==> src/hw/rtl/wps_ram.sv <==
// Generic single-write, single-read RAM with registered read data.
// No dependencies.
`default_nettype none
module wps_ram #(
    parameter int WIDTH = 8,
    parameter int DEPTH = 16
) (
    input  wire logic                     clk,
    input  wire logic                     wr_en,
    input  wire logic [$clog2(DEPTH)-1:0] wr_addr,
    input  wire logic [WIDTH-1:0]         wr_data,
    input  wire logic [$clog2(DEPTH)-1:0] rd_addr,
    output logic      [WIDTH-1:0]         rd_data
);

    logic [WIDTH-1:0] mem [DEPTH];

    // write port and registered read port
    always_ff @(posedge clk)
    begin
        if (wr_en)
        begin
            mem[wr_addr] <= wr_data;
        end
        rd_data <= mem[rd_addr];
    end

endmodule
`default_nettype wire

==> config.mk <==
export PLATFORM = sky130hd
export DESIGN_NAME = wps_ram
export DESIGN_NICKNAME = d
export VERILOG_FILES = /design/src/hw/rtl/wps_ram.sv
export SDC_FILE = /design/constraint.sdc
export NUM_CORES = 1
export LEC_CHECK = 0
export ABC_CLOCK_PERIOD_IN_PS = 2100
export BUFFER_PORTS_ARGS = -buffer_cell sky130_fd_sc_hd__buf_2
export CORE_UTILIZATION = 50
export DETAILED_ROUTE_END_ITERATION = 8
export GPL_TIMING_DRIVEN = 0
export PLACE_DENSITY = 0.67
export SKIP_LAST_GASP = 1
export SYNTH_ARGS = -nofsm -noshare
export SYNTH_HDL_FRONTEND = slang
export SYNTH_SLANG_ARGS = --single-unit
export TNS_END_PERCENT = 10
==> constraint.sdc <==
create_clock -name clk -period 2.1 [get_ports clk]
set_clock_uncertainty 0.2 [all_clocks]
set_input_delay 0.105 -clock clk [delete_from_list [all_inputs] [get_ports clk]]
set_output_delay 0.105 -clock clk [all_outputs]
set_load 0.1 [all_outputs]
==> results of run 1 <==
## logic make-up (layout without fill, tap and decap cells)
logic type | after synthesis | after routing
AOI/OAI and AO/OA | 16 | 16
and+or+nand+nor | 35 | 35
buffers and inverters | 10 | 82
DFF | 136 | 136
muxes | 32 | 32
## worst paths after layout
check / startpoint / endpoint / cells after the start
min reg2reg: mem[8][3]$_DFFE_PP_ / rd_data[3]$_DFF_P_ / 3
min: wr_addr[2] / mem[0][0]$_DFFE_PP_ / 3
max reg2reg: mem[5][3]$_DFFE_PP_ / rd_data[3]$_DFF_P_ / 3
max: wr_addr[1] / mem[4][2]$_DFFE_PP_ / 3
## metal layers
layer  up-vias  part of all wire (%)  routed length, um
met5         -                     0                  0
met4         0                   1.5                143
met3        12                   6.0                584
met2        82                    47               4570
met1      1244                    45               4380
li1       1089                     -                  -
## layout make-up
cell class	count	area (um2)	share of cell area, %
clock buffers	24	470	7.63
clock inverters	8	97.6	1.58
plain buffers	10	86.3	1.40
flip-flops and latches	136	4000	65.0
well taps	133	166	2.70
multi-input cells	83	1060	17.2
repair buffers	40	275	4.47
## metrics by stage
stage,instances,power [mW]
after global routing,434,6.52
after detailed placement,386,3.52
after CTS,433,6.34
final,434,6.31
after global placement,386,3.51
after floorplan,229,3.39
## power by group
group | leakage (nW) | switching (mW) | internal, mW
combinational | 0.585 | 0.302 | 0.139
clock | 0.271 | 1.04 | 1.78
sequential | 1.22 | 0.0133 | 3.04
## layout by cell type, fill, tap and decap left out
cell type	n
buf_4	1
clkbuf_2	1
or3b_2	1
clkinv_2	3
nor2_1	13
clkinvlp_4	3
dlygate4sd3_1	15
nor2b_1	1
nand2b_1	2
mux4_1	14
clkbuf_16	16
bufinv_16	2
buf_6	3
edfxtp_1	128
a22oi_1	16
nor3_1	3
and2b_1	1
clkbuf_1	4
and2_1	1
nand3b_1	2
nand3_1	1
buf_2	27
nor3_2	1
mux4_2	18
clkbuf_8	4
nand2_1	9
dfxtp_1	8
clkdlybuf4s25_2	3
## sequential cells by signal (all words and copies together), names as in the netlist
name / flops
rd_data: 8
mem: 128
## timing repair
item | CTS | global route
hold buffers | 15 | 0
gates resized for setup | 0 | 0
hold endpoints to repair | 166 | 0
setup endpoints to repair | 0 | 0
buffers inserted | 0 | 0
## tightest hold or removal path, stage by stage
cell,delay [ns]
buf_2,0.10
or3b_2,0.18
nor3_2,0.13
==> reports/metrics.cfg, run 1 <==
[power]
static-leakage-power_nw=2.08
power_density_nw_per_um2=1020
vdd.ir_drop.worst_mv=0.532

[cts]
cts_max_level=4
numCtsBuffers=17
cts_tree=yes
clk_latency_ns=0.52
clock_path_buffers=2
cts_sinks=136
clk_pin_slew_ns=0.06
clockRootBuffer=clkbuf_8

[yosys]
synthTopCellsByCount=edfxtp_1, mux4_2, a22oi_1
synth_cells=229
synth_simple_gate_area_share_pct=3.18
ys.flop_type=edfxtp_1
synth_top_area_share_pct=74.7
synth_edf_count=128
ys_seq_elements=136
ys_warn_count=0
ys_types=19
synth_compound_area_share_pct=2.33
synth-adder-area-share_pct=0
synth_nets=247
yosysMostFrequentCell=edfxtp_1
muxShareOfSynthArea_pct=15.0
synth_top_family_by_area=multiplexers
syn_area_um2=5150
yosysSeqAreaShare_pct=77.8
synth-async-reset-ratio_pct=0
synth_area_leaders=edfxtp_1, mux4_2, mux4_1
synth_top_area_cell=edfxtp_1
synth-xor-area-share_pct=0
syn_area_per_cell_um2=22.5

[detailed_routing]
remaining_drc_errors=0
viasPerCell=5.59
drtIter0Drc=165
wire_per_inst_um=22.3
antenna_left=0
vias=2427
wl_mm=9.68
firstDrtPassIters=4

[grt]
track_usage_pct=20.5
top_usage_layer=met1
met2_usage_pct=29.2
overflow=0
grt_pass1_wl_mm=14.2
met1_usage_pct=30.3
grt_max_degree=17
antenna_found_initial=0
grt_pass1_vias=2352
use_met3_pct=6.45

[placed_design]
placedInstanceArea_um2=5430
hpwl_mm=5.83
post-place-ws_ns=-0.354
routabilityCongestion=0.707
port_buffers=24

[sta]
finalCriticalPeriod_ns=1.86
fin_hold_ws_ns=0.00165
drv_slew=0
tns_ns=0
slew-limit-headroom_pct=17.9
worst_slack_ns=0.236
tightest_slew_ns=1.22
fmax_mhz=537
hold_viol=0
setup_viol=0
rsz0062_at_grt=no
post-route-period-util_pct=88.8

[floorplan]
die_area_um2=10700
placementRows=36
initial_core_util_pct=52.2
dieWidth_um=103
die_height_um=103
io_pins=26
design.core.area_um2=9860

[final_layout]
final_cell_area_um2=6160
drive_above_1_share_pct=27.6
utilization_pct=62.5
diodes=0
areaGrowthSynthToFinish_pct=19.7
fillers=651
fin_nets=306

[worst_setup_path]
ff2ff_setup_slack_ns=0.40
crit_path_start_kind=primary input
path_buf_inv=2
slowest_delay_ns=0.99
required_ns=2.03
endpoint_kind=flop
arrival_ns=1.79
slowest_stage=nor3_1
path_class=in2reg
cp_top_family=simple AND/OR/NAND/NOR gates
path_cells=dlygate4sd3_1, buf_2, nor3_1
critPathMaxFanout=8

[hold_path]
min_path_type=in2reg

[outcome]
status=complete, no violations

[flow_run]
cap_violations=0

(Power assumes the default switching activity.)
==> inputs of run 2 (changes only) <==
- ABC_CLOCK_PERIOD_IN_PS: 2100 -> 2400
- BUFFER_PORTS_ARGS: -buffer_cell sky130_fd_sc_hd__buf_2 -> not set
- DONT_BUFFER_PORTS: not set -> 1
- PLACE_DENSITY: 0.67 -> 0.62
- clock period: 2.1 -> 2.4 ns (I/O delays scaled with it)
==> reports/metrics.cfg, run 2 (synthesis gave the netlist of run 1 again) <==
[sta]
tightest_slew_ns=1.30
fmax_mhz=427
drv_slew=0
hold_viol=0
finalCriticalPeriod_ns=2.34
post-route-period-util_pct=97.6
rsz0062_at_grt=yes
tns_ns=0
setup_viol=0
slew-limit-headroom_pct=12.9

[worst_setup_path]
path_class=in2reg
endpoint_kind=flop
required_ns=2.32
critPathMaxFanout=8
r2r_cells=4
arrival_ns=2.26
ff2ff_setup_slack_ns=0.36
slowest_delay_ns=1.01
slowest_stage=nor3_1
r2r_start=mem[3][7]$_DFFE_PP_
crit_path_start_kind=primary input
r2r-end=rd_data[7]$_DFF_P_
cp_top_family=simple AND/OR/NAND/NOR gates
path_buf_inv=1
path_cells=dlygate4sd3_1, or3b_2, nor3_1

[flow_run]
cap_violations=0

[final_layout]
reg_top3=mem x128, rd_data x8
utilization_pct=62.2
diodes=0
areaGrowthSynthToFinish_pct=19.1
layout_commonest_cell=edfxtp_1
final_cell_area_um2=6130
regMostFlops=mem
largest_reg_flops=128
fin_nets=287
fillers=688
final_cell_mix=edfxtp_1, dlygate4sd3_1, mux4_2
drive_above_1_share_pct=22.0

[cts]
clock_path_buffers=2
cts_tree=yes
cts_max_level=4
clk_pin_slew_ns=0.06
clk_latency_ns=0.51
clockRootBuffer=clkbuf_8
cts_sinks=136
numCtsBuffers=17

[grt]
grt_pass1_vias=2382
antenna_found_initial=0
grt_pass1_wl_mm=14.6
track_usage_pct=21.0
grt_max_degree=17
overflow=0

[placed_design]
routabilityCongestion=0.681
port_buffers=0
placedInstanceArea_um2=5310
hpwl_mm=6.01

[detailed_routing]
firstDrtPassIters=5
drtIter0Drc=187
remaining_drc_errors=0
viasPerCell=5.83
wl_mm=9.98
wire_per_inst_um=24.1
antenna_left=0
wl_met3_um=764
vias=2419
m1WireLength_mm=4.21
wl_met2_mm=4.85
routed.top_layer=met4

[floorplan]
die_area_um2=10700
dieWidth_um=103
initial_core_util_pct=52.2
design.core.area_um2=9860
die_height_um=103
placementRows=36
io_pins=26

[power]
power_density_nw_per_um2=911
static-leakage-power_nw=2.01
vdd.ir_drop.worst_mv=0.467

[hold_path]
min-delay-start=rd_addr[1]
min_path_cells=4
min_path_type=in2reg
hold_path_end=rd_data[3]$_DFF_P_

[outcome]
status=complete, no violations

## run 2: cell types whose count changed in the layout (fill, tap and decap cells not counted)
cell,delta
buf_2,-24
bufinv_16,+1
clkbuf_1,-3
clkbuf_2,-1
clkbuf_8,-1
clkinv_4,+1
clkinvlp_4,+2
dlygate4sd3_1,+6
nor3_1,-1
nor3_2,+1
## run 2: repair_timing
action,CTS,global route
endpoints found under the hold margin,264,8
resized for setup,0,1
hold buffers,19,2
setup endpoints to repair,0,16
buffers inserted,0,0
## run 2: per-layer routing
| layer | global-route usage [%] | vias up |
|---|---|---|
| met5 | 0 | - |
| met4 | 9.10 | 0 |
| li1 | - | 1056 |
| met2 | 31.1 | 117 |
| met3 | 4.57 | 11 |
| met1 | 30.5 | 1235 |
## run 2: worst max-delay path by stage
stage | from | end | slack [ns] | depth (start not counted)
4_1_cts | wr_addr[2] | mem[12][5]$_DFFE_PP_ | 0.06 | 4
6_report | wr_addr[2] | mem[0][1]$_DFFE_PP_ | 0.06 | 3
5_1_grt | wr_addr[2] | mem[0][6]$_DFFE_PP_ | -0.04 | 3
3_5_place_dp | wr_addr[2] | mem[0][7]$_DFFE_PP_ | 0.16 | 2
2_1_floorplan | wr_addr[2] | mem[0][0]$_DFFE_PP_ | 0.59 | 2
3_3_place_gp | wr_addr[2] | mem[0][7]$_DFFE_PP_ | 0.11 | 2
## run 2: final cells by class
cell class | count | area, um2 | area share (%)
Multi-Input combinational cell | 83 | 1070 | 17.4
Sequential cell | 136 | 4000 | 65.3
Clock inverter | 12 | 151 | 2.47
Clock buffer | 20 | 445 | 7.27
Tap cell | 133 | 166 | 2.71
Timing Repair Buffer | 21 | 210 | 3.43
Buffer | 10 | 86.3 | 1.41
## run 2: worst register-to-register path: stages (launching register included)
cell	delay, ns
edfxtp_1	0.36
mux4_2	0.46
dlygate4sd3_1	0.57
a22oi_1	0.26
nand2_1	0.08
## run 2: power breakdown
group | internal, mW | total, mW | switching (mW)
sequential | 2.66 | 2.79 | 0.131
combinational | 0.109 | 0.248 | 0.139
clock | 1.63 | 2.55 | 0.920
total | 4.40 | 5.59 | 1.19
## run 2: metrics by stage
stage	hold WS, ns	power, mW	instances	worst slack (ns)
floorplan	0.0189	2.97	229	0.587
global placement	0.0197	3.02	362	0.115
detailed placement	0.0196	3.02	362	0.161
CTS	0.00638	5.62	413	0.0628
global route	0.0244	5.74	415	-0.0350
finish	0.0180	5.59	415	0.0586
