File: src/hw/rtl/wps_pkg.sv
// Shared constants, codes and types of the waypoint sequencer.
// No dependencies; wps_atan and waypoint_sequencer import this package.
`default_nettype none
package wps_pkg;

    localparam int MAX_WAYPOINTS = 64;
    localparam int IDX_W         = $clog2(MAX_WAYPOINTS);
    localparam int CNT_W         = $clog2(MAX_WAYPOINTS + 1);
    localparam int ENT_W         = 97;

    localparam int CORDIC_STEPS  = 20;
    localparam int STEP_W        = 5;
    localparam int ACC_W         = 45;
    localparam int ANG_W         = 24;

    localparam logic signed [ANG_W-1:0] PI20        = 24'sd3294199;
    localparam logic signed [15:0]      HEADING_MAX = 16'sd25736;
    localparam logic [15:0]             LEG_MIN_SQ  = 16'd4294;
    localparam logic [15:0]             ARRIVAL_RESET = 16'd9830;

    // action codes
    localparam logic [1:0] ACT_CLEAR  = 2'd0;
    localparam logic [1:0] ACT_APPEND = 2'd1;
    localparam logic [1:0] ACT_TICK   = 2'd2;

    typedef struct packed {
        logic start;
    } atan_ctrl_t;

    typedef struct packed {
        logic done;
    } atan_stat_t;

    // arctangent of 2^-i in units of 2^-20 rad
    function automatic logic signed [ANG_W-1:0] atan_entry(input logic [STEP_W-1:0] i);
        logic signed [ANG_W-1:0] a;
        case (i)
            5'd0:    a = 24'sd823550;
            5'd1:    a = 24'sd486170;
            5'd2:    a = 24'sd256879;
            5'd3:    a = 24'sd130396;
            5'd4:    a = 24'sd65451;
            5'd5:    a = 24'sd32757;
            5'd6:    a = 24'sd16383;
            5'd7:    a = 24'sd8192;
            5'd8:    a = 24'sd4096;
            5'd9:    a = 24'sd2048;
            5'd10:   a = 24'sd1024;
            5'd11:   a = 24'sd512;
            5'd12:   a = 24'sd256;
            5'd13:   a = 24'sd128;
            5'd14:   a = 24'sd64;
            5'd15:   a = 24'sd32;
            5'd16:   a = 24'sd16;
            5'd17:   a = 24'sd8;
            5'd18:   a = 24'sd4;
            5'd19:   a = 24'sd2;
            default: a = 24'sd0;
        endcase
        return a;
    endfunction

endpackage
`default_nettype wire

File: src/hw/rtl/wps_atan.sv
// Iterative atan2 unit: normalising shift, 20 CORDIC steps, Q3.13 rounding.
// Depends on wps_pkg.
`default_nettype none
module wps_atan (
    input  wire logic                clk,
    input  wire logic                rst_n,
    input  wire wps_pkg::atan_ctrl_t ctrl,
    input  wire logic signed [32:0]  dx,
    input  wire logic signed [32:0]  dy,
    output wps_pkg::atan_stat_t      stat,
    output logic signed [15:0]       heading
);
    import wps_pkg::*;

    typedef enum logic [3:0] {
        A_IDLE = 4'b0001,
        A_NORM = 4'b0010,
        A_ROT  = 4'b0100,
        A_FIN  = 4'b1000
    } atan_state_t;

    atan_state_t              state_reg, state_next;
    logic signed [ACC_W-1:0]  x_reg, x_next, y_reg, y_next;
    logic signed [ANG_W-1:0]  z_reg, z_next;
    logic [STEP_W-1:0]        step_reg, step_next;
    logic                     xneg_reg, xneg_next, yneg_reg, yneg_next;
    logic signed [15:0]       head_reg, head_next;

    logic [32:0]              ax, ay;
    logic signed [ACC_W-1:0]  xs, ys;
    logic signed [ANG_W-1:0]  zc, zq, zr;
    logic signed [ANG_W-1:0]  hr;
    logic signed [15:0]       hc;

    always_comb
    begin
        ax = dx[32] ? 33'(-dx) : 33'(dx);
        ay = dy[32] ? 33'(-dy) : 33'(dy);
        xs = x_reg >>> step_reg;
        ys = y_reg >>> step_reg;
        zc = z_reg[ANG_W-1] ? '0 : z_reg;
        zq = xneg_reg ? PI20 - zc : zc;
        zr = zq + 24'sd64;
        hr = zr >>> 7;
        hc = (hr > ANG_W'(HEADING_MAX)) ? HEADING_MAX : 16'(hr);
    end

    // sequence the shift search, the rotations and the final rounding
    always_comb
    begin
        state_next = state_reg;
        x_next     = x_reg;
        y_next     = y_reg;
        z_next     = z_reg;
        step_next  = step_reg;
        xneg_next  = xneg_reg;
        yneg_next  = yneg_reg;
        head_next  = head_reg;
        stat.done  = 1'b0;
        case (state_reg)
            A_IDLE:
            begin
                if (ctrl.start)
                begin
                    x_next     = ACC_W'(ax);
                    y_next     = ACC_W'(ay);
                    z_next     = '0;
                    xneg_next  = dx[32];
                    yneg_next  = dy[32];
                    state_next = A_NORM;
                end
            end
            A_NORM:
            begin
                // shift left until the larger magnitude reaches 2^40
                if ((x_reg[ACC_W-1:40] | y_reg[ACC_W-1:40]) == '0)
                begin
                    x_next = x_reg <<< 1;
                    y_next = y_reg <<< 1;
                end
                else
                begin
                    step_next  = '0;
                    state_next = A_ROT;
                end
            end
            A_ROT:
            begin
                if (!y_reg[ACC_W-1])
                begin
                    x_next = x_reg + ys;
                    y_next = y_reg - xs;
                    z_next = z_reg + atan_entry(step_reg);
                end
                else
                begin
                    x_next = x_reg - ys;
                    y_next = y_reg + xs;
                    z_next = z_reg - atan_entry(step_reg);
                end
                step_next = step_reg + 1'b1;
                if (step_reg == STEP_W'(CORDIC_STEPS - 1))
                begin
                    state_next = A_FIN;
                end
            end
            A_FIN:
            begin
                head_next  = yneg_reg ? -hc : hc;
                stat.done  = 1'b1;
                state_next = A_IDLE;
            end
            default:
            begin
                state_next = A_IDLE;
            end
        endcase
    end

    always_ff @(posedge clk or negedge rst_n)
    begin
        if (!rst_n)
        begin
            state_reg <= A_IDLE;
        end
        else
        begin
            state_reg <= state_next;
        end
    end

    always_ff @(posedge clk)
    begin
        x_reg    <= x_next;
        y_reg    <= y_next;
        z_reg    <= z_next;
        step_reg <= step_next;
        xneg_reg <= xneg_next;
        yneg_reg <= yneg_next;
        head_reg <= head_next;
    end

    assign heading = head_next;

endmodule
`default_nettype wire

File: config.mk
export PLATFORM = sky130hd
export DESIGN_NAME = wps_atan
export DESIGN_NICKNAME = d
export VERILOG_FILES = /design/src/hw/rtl/wps_pkg.sv /design/src/hw/rtl/wps_atan.sv
export SDC_FILE = /design/constraint.sdc
export NUM_CORES = 1
export LEC_CHECK = 0
export BUFFER_PORTS_ARGS = -buffer_cell sky130_fd_sc_hd__buf_2
export CORE_MARGIN = 4
export CORE_UTILIZATION = 35
export DETAILED_ROUTE_END_ITERATION = 6
export GPL_ROUTABILITY_DRIVEN = 0
export HOLD_SLACK_MARGIN = 0.1
export SYNTH_ARGS = -nofsm -noshare
export SYNTH_HDL_FRONTEND = slang
export SYNTH_SLANG_ARGS = --single-unit
File: constraint.sdc
create_clock -name clk -period 7.05 [get_ports clk]
set_input_delay 0.705 -clock clk [delete_from_list [all_inputs] [get_ports clk]]
set_output_delay 0.705 -clock clk [all_outputs]
set_load 0.01 [all_outputs]
==> summary.md <==
| Metric | Value |
|---|---|
| Slew HR | 0.4266 |
| CTS H-Tree Depth | 4 |
| Crit share post-route | 0.9472 |
| Die height | 268.7 um |
| Final slew viol count | 0 |
| N_diodes | 0 |
| RSZ-0062 raised after global routing | true |
| Vias in the first global route | 20.97k |
| Max Freq | 0.1497 GHz |
| Final setup viols | 0 |
| Routed wire per std cell | 20.06 um |
| Worst-path clk slew | 0.08 ns |
| Worst Max-Slew Pin Slew | 0.8600 ns |
| P&R area growth vs syn | 8.713% |
| Overflow after GRT | 0 |
| First drt pass iteration count | 7 |
| Final ANT Viol Nets | 0 |
| Post-synth cell types | 116 |
| Startpoint types | flop |
| Vias after detailed routing | 22.61k |
| Max_cap viols | 0 |
| Final hold vios | 0 |
| Clk root buf | clkbuf_16 |
| Final WL | 74,740 um |
| Total CTS buffers | 17 |
| CTS tree | built |
| Required @ worst endpoint | 7.31 ns |
| Largest net degree at the start of global routing | 109 |
| Finished Core Util | 0.3845 |
| Avg Inst Size Synth | 8.447 um2 |
| Port Buffers | 85 |
| Fill cells | 6,917 |
| Final net count | 3,038 |
| Crit end category | flop |
| Drt drc | 14 |
| Initial DRC Count | 2,044 |
| Post-synth EDFFs | 121 |
| Crit path max fanout | 32 |
| Die X | 268.7 um |
| Worst Skew | 0.01398 ns |
| Register bit total from synthesis | 161 |
| I/O Pins | 86 |
| Primary FF master, synth | edfxtp_1 |
| Post-Synthesis Cells | 2,817 |
| Cell Rows | 95 |
| Worst-skew pair later-pin latency | 0.50 ns |
| First-pass GRT wire length | 117,900 um |
| Vias per cell | 6.071 |
| Violated checks | design-rule violations |
| Seq/Total Area, Yosys | 0.1873 |
| Global-route usage over all layers | 0.2028 |
| Outcome | finished with violations |
| Minimum clock period | 6.678 ns |
| Ys async rst share | 0.02484 |
| Synthesized area | 23,790 um2 |
| Initial core utilization | 0.3537 |
| WS Path Type | flop to flop |
| HP Class | flop to flop |
| Net count after synthesis | 3,016 |
| CP arrival | 6.94 ns |
| Die area | 72,220 um2 |
| Yosys Warn Count | 0 |
| Initial antenna violation count | 0 |
| Share of layout cells above drive strength 1 | 0.1388 |
| Core Region | 67,280 um2 |
| DP Wirelength | 56,980 um |
| CTS Buffer Depth | 2 |
| Clock sinks | 161 |
cells by family (layout without fill, tap and decap cells):
family	Yosys count	after routing	synth area share
buffers and inverters	247	282	0.04980
xor gates and xnor gates	261	261	0.09607
and+or+nand+nor	914	914	0.1889
AOI/OAI and AO/OA	868	868	0.2381
muxes	236	236	0.1705
adders and majority gates	130	130	0.06931
DFF	161	161	0.1873
path summary, 6_finish.rpt:
check	start	end	slack (ns)	cells after the start
max in group asynchronous	rst_n	state_reg[0]$_DFFE_PN1P_	6.24	2
worst min-delay path	head_reg[8]$_DFF_P_	head_reg[8]$_DFF_P_	0.45	2
worst max register to register	step_reg[0]$_DFFE_PP_	y_reg[44]$_DFFE_PP_	0.37	25
worst max-delay path	step_reg[0]$_DFFE_PP_	y_reg[44]$_DFFE_PP_	0.37	25
worst min register to register	head_reg[8]$_DFF_P_	head_reg[8]$_DFF_P_	0.45	2
min in group asynchronous	rst_n	state_reg[3]$_DFFE_PN0P_	0.61	2
area by class of cell:
type                            instances  area [um2]  area share
Clock buffer                           18       450.4     0.01741
Clock inverter                         14       165.2    0.006385
Inverter                               86       325.3     0.01258
Multi-Input combinational cell       2409       18250      0.7053
Sequential cell                       161        4456      0.1722
Tap cell                              873        1092     0.04223
Timing Repair Buffer                  164        1134     0.04382
repair_timing:
item / 4_1_cts / 5_1_grt
endpoints found under the setup margin: 0 / 13
hold buffers: 1 / 0
setup buffers: 0 / 1
gates resized for setup: 0 / 15
hold endpoints to repair: 3 / 0
cell usage after synthesis, types with 22 or more instances:
cell	number	share of area
a21o_1	71	0.022
a21oi_1	195	0.041
a22oi_1	46	0.015
a31oi_1	41	0.011
and2_1	22	0.0058
and3_1	22	0.0058
buf_2	22	0.0046
clkbuf_1	92	0.015
dfxtp_1	36	0.030
edfxtp_1	121	0.15
ha_1	127	0.067
inv_1	82	0.013
mux2_2	37	0.018
mux2i_1	72	0.030
mux4_1	25	0.028
mux4_2	95	0.090
nand2_1	244	0.038
nand2b_1	28	0.0074
nand3_1	63	0.013
nand4_1	23	0.0060
nor2_1	267	0.042
nor2b_1	31	0.0082
nor3_1	82	0.017
o21a_1	29	0.0091
o21ai_0	197	0.041
o31ai_1	50	0.016
or3_1	23	0.0060
xnor2_1	190	0.070
xor2_1	71	0.026
stage by stage:
step / cells / cell area (um2) / setup TNS [ns] / hold slack, ns / setup WS, ns
finish: 3725 / 25870 / 0 / 0.4489 / 0.3720
global placement: 3690 / 25150 / 0 / 0.4399 / 0.2771
floorplan: 2817 / 23790 / 0 / 0.4094 / 0.3790
detailed placement: 3690 / 25150 / 0 / 0.4388 / 0.1250
CTS: 3723 / 25770 / 0 / 0.4532 / 0.09068
global route: 3725 / 25870 / -0.04189 / 0.4781 / -0.03059
metal layers:
metal  wire length, um  vias up  share of wire  GRT usage
met5                 0        -              0          0
met1             32420    10840           0.43     0.2714
met2             35620      829           0.48     0.3398
li1                  -    10830              -          -
met3              4614      120          0.062    0.02829
met4              2087        0          0.028    0.06584
cells in the final DEF, fill, tap and decap left out, types with 70 or more instances in the layout:
cell type	count
a21o_1	71
a21oi_1	194
buf_2	85
buf_4	70
edfxtp_1	121
ha_1	127
inv_1	80
mux2i_1	71
mux4_2	95
nand2_1	244
nor2_1	266
nor3_1	78
o21ai_0	196
xnor2_1	190
xor2_1	71
worst max-delay path: stages, from the launching register on:
cell	delay (ns)
edfxtp_1	0.40
buf_12	0.20
buf_16	0.23
buf_4	0.22
mux4_2	0.57
mux4_2	0.54
nor2_1	0.19
a31oi_2	0.17
or3b_4	0.46
or2_4	0.26
nor2_4	0.21
nand2_2	0.13
nor2_1	0.17
nor4_1	0.07
a311o_1	0.30
ha_1	0.34
a21o_1	0.19
a21o_1	0.20
a221oi_2	0.26
o21ai_1	0.15
o41ai_1	0.25
a21oi_1	0.13
a31o_2	0.30
a31oi_1	0.20
xnor2_1	0.09
a22o_1	0.17
Power is not shown: default switching activity piles up to over one toggle a cycle in this logic, so the estimate is an artifact.
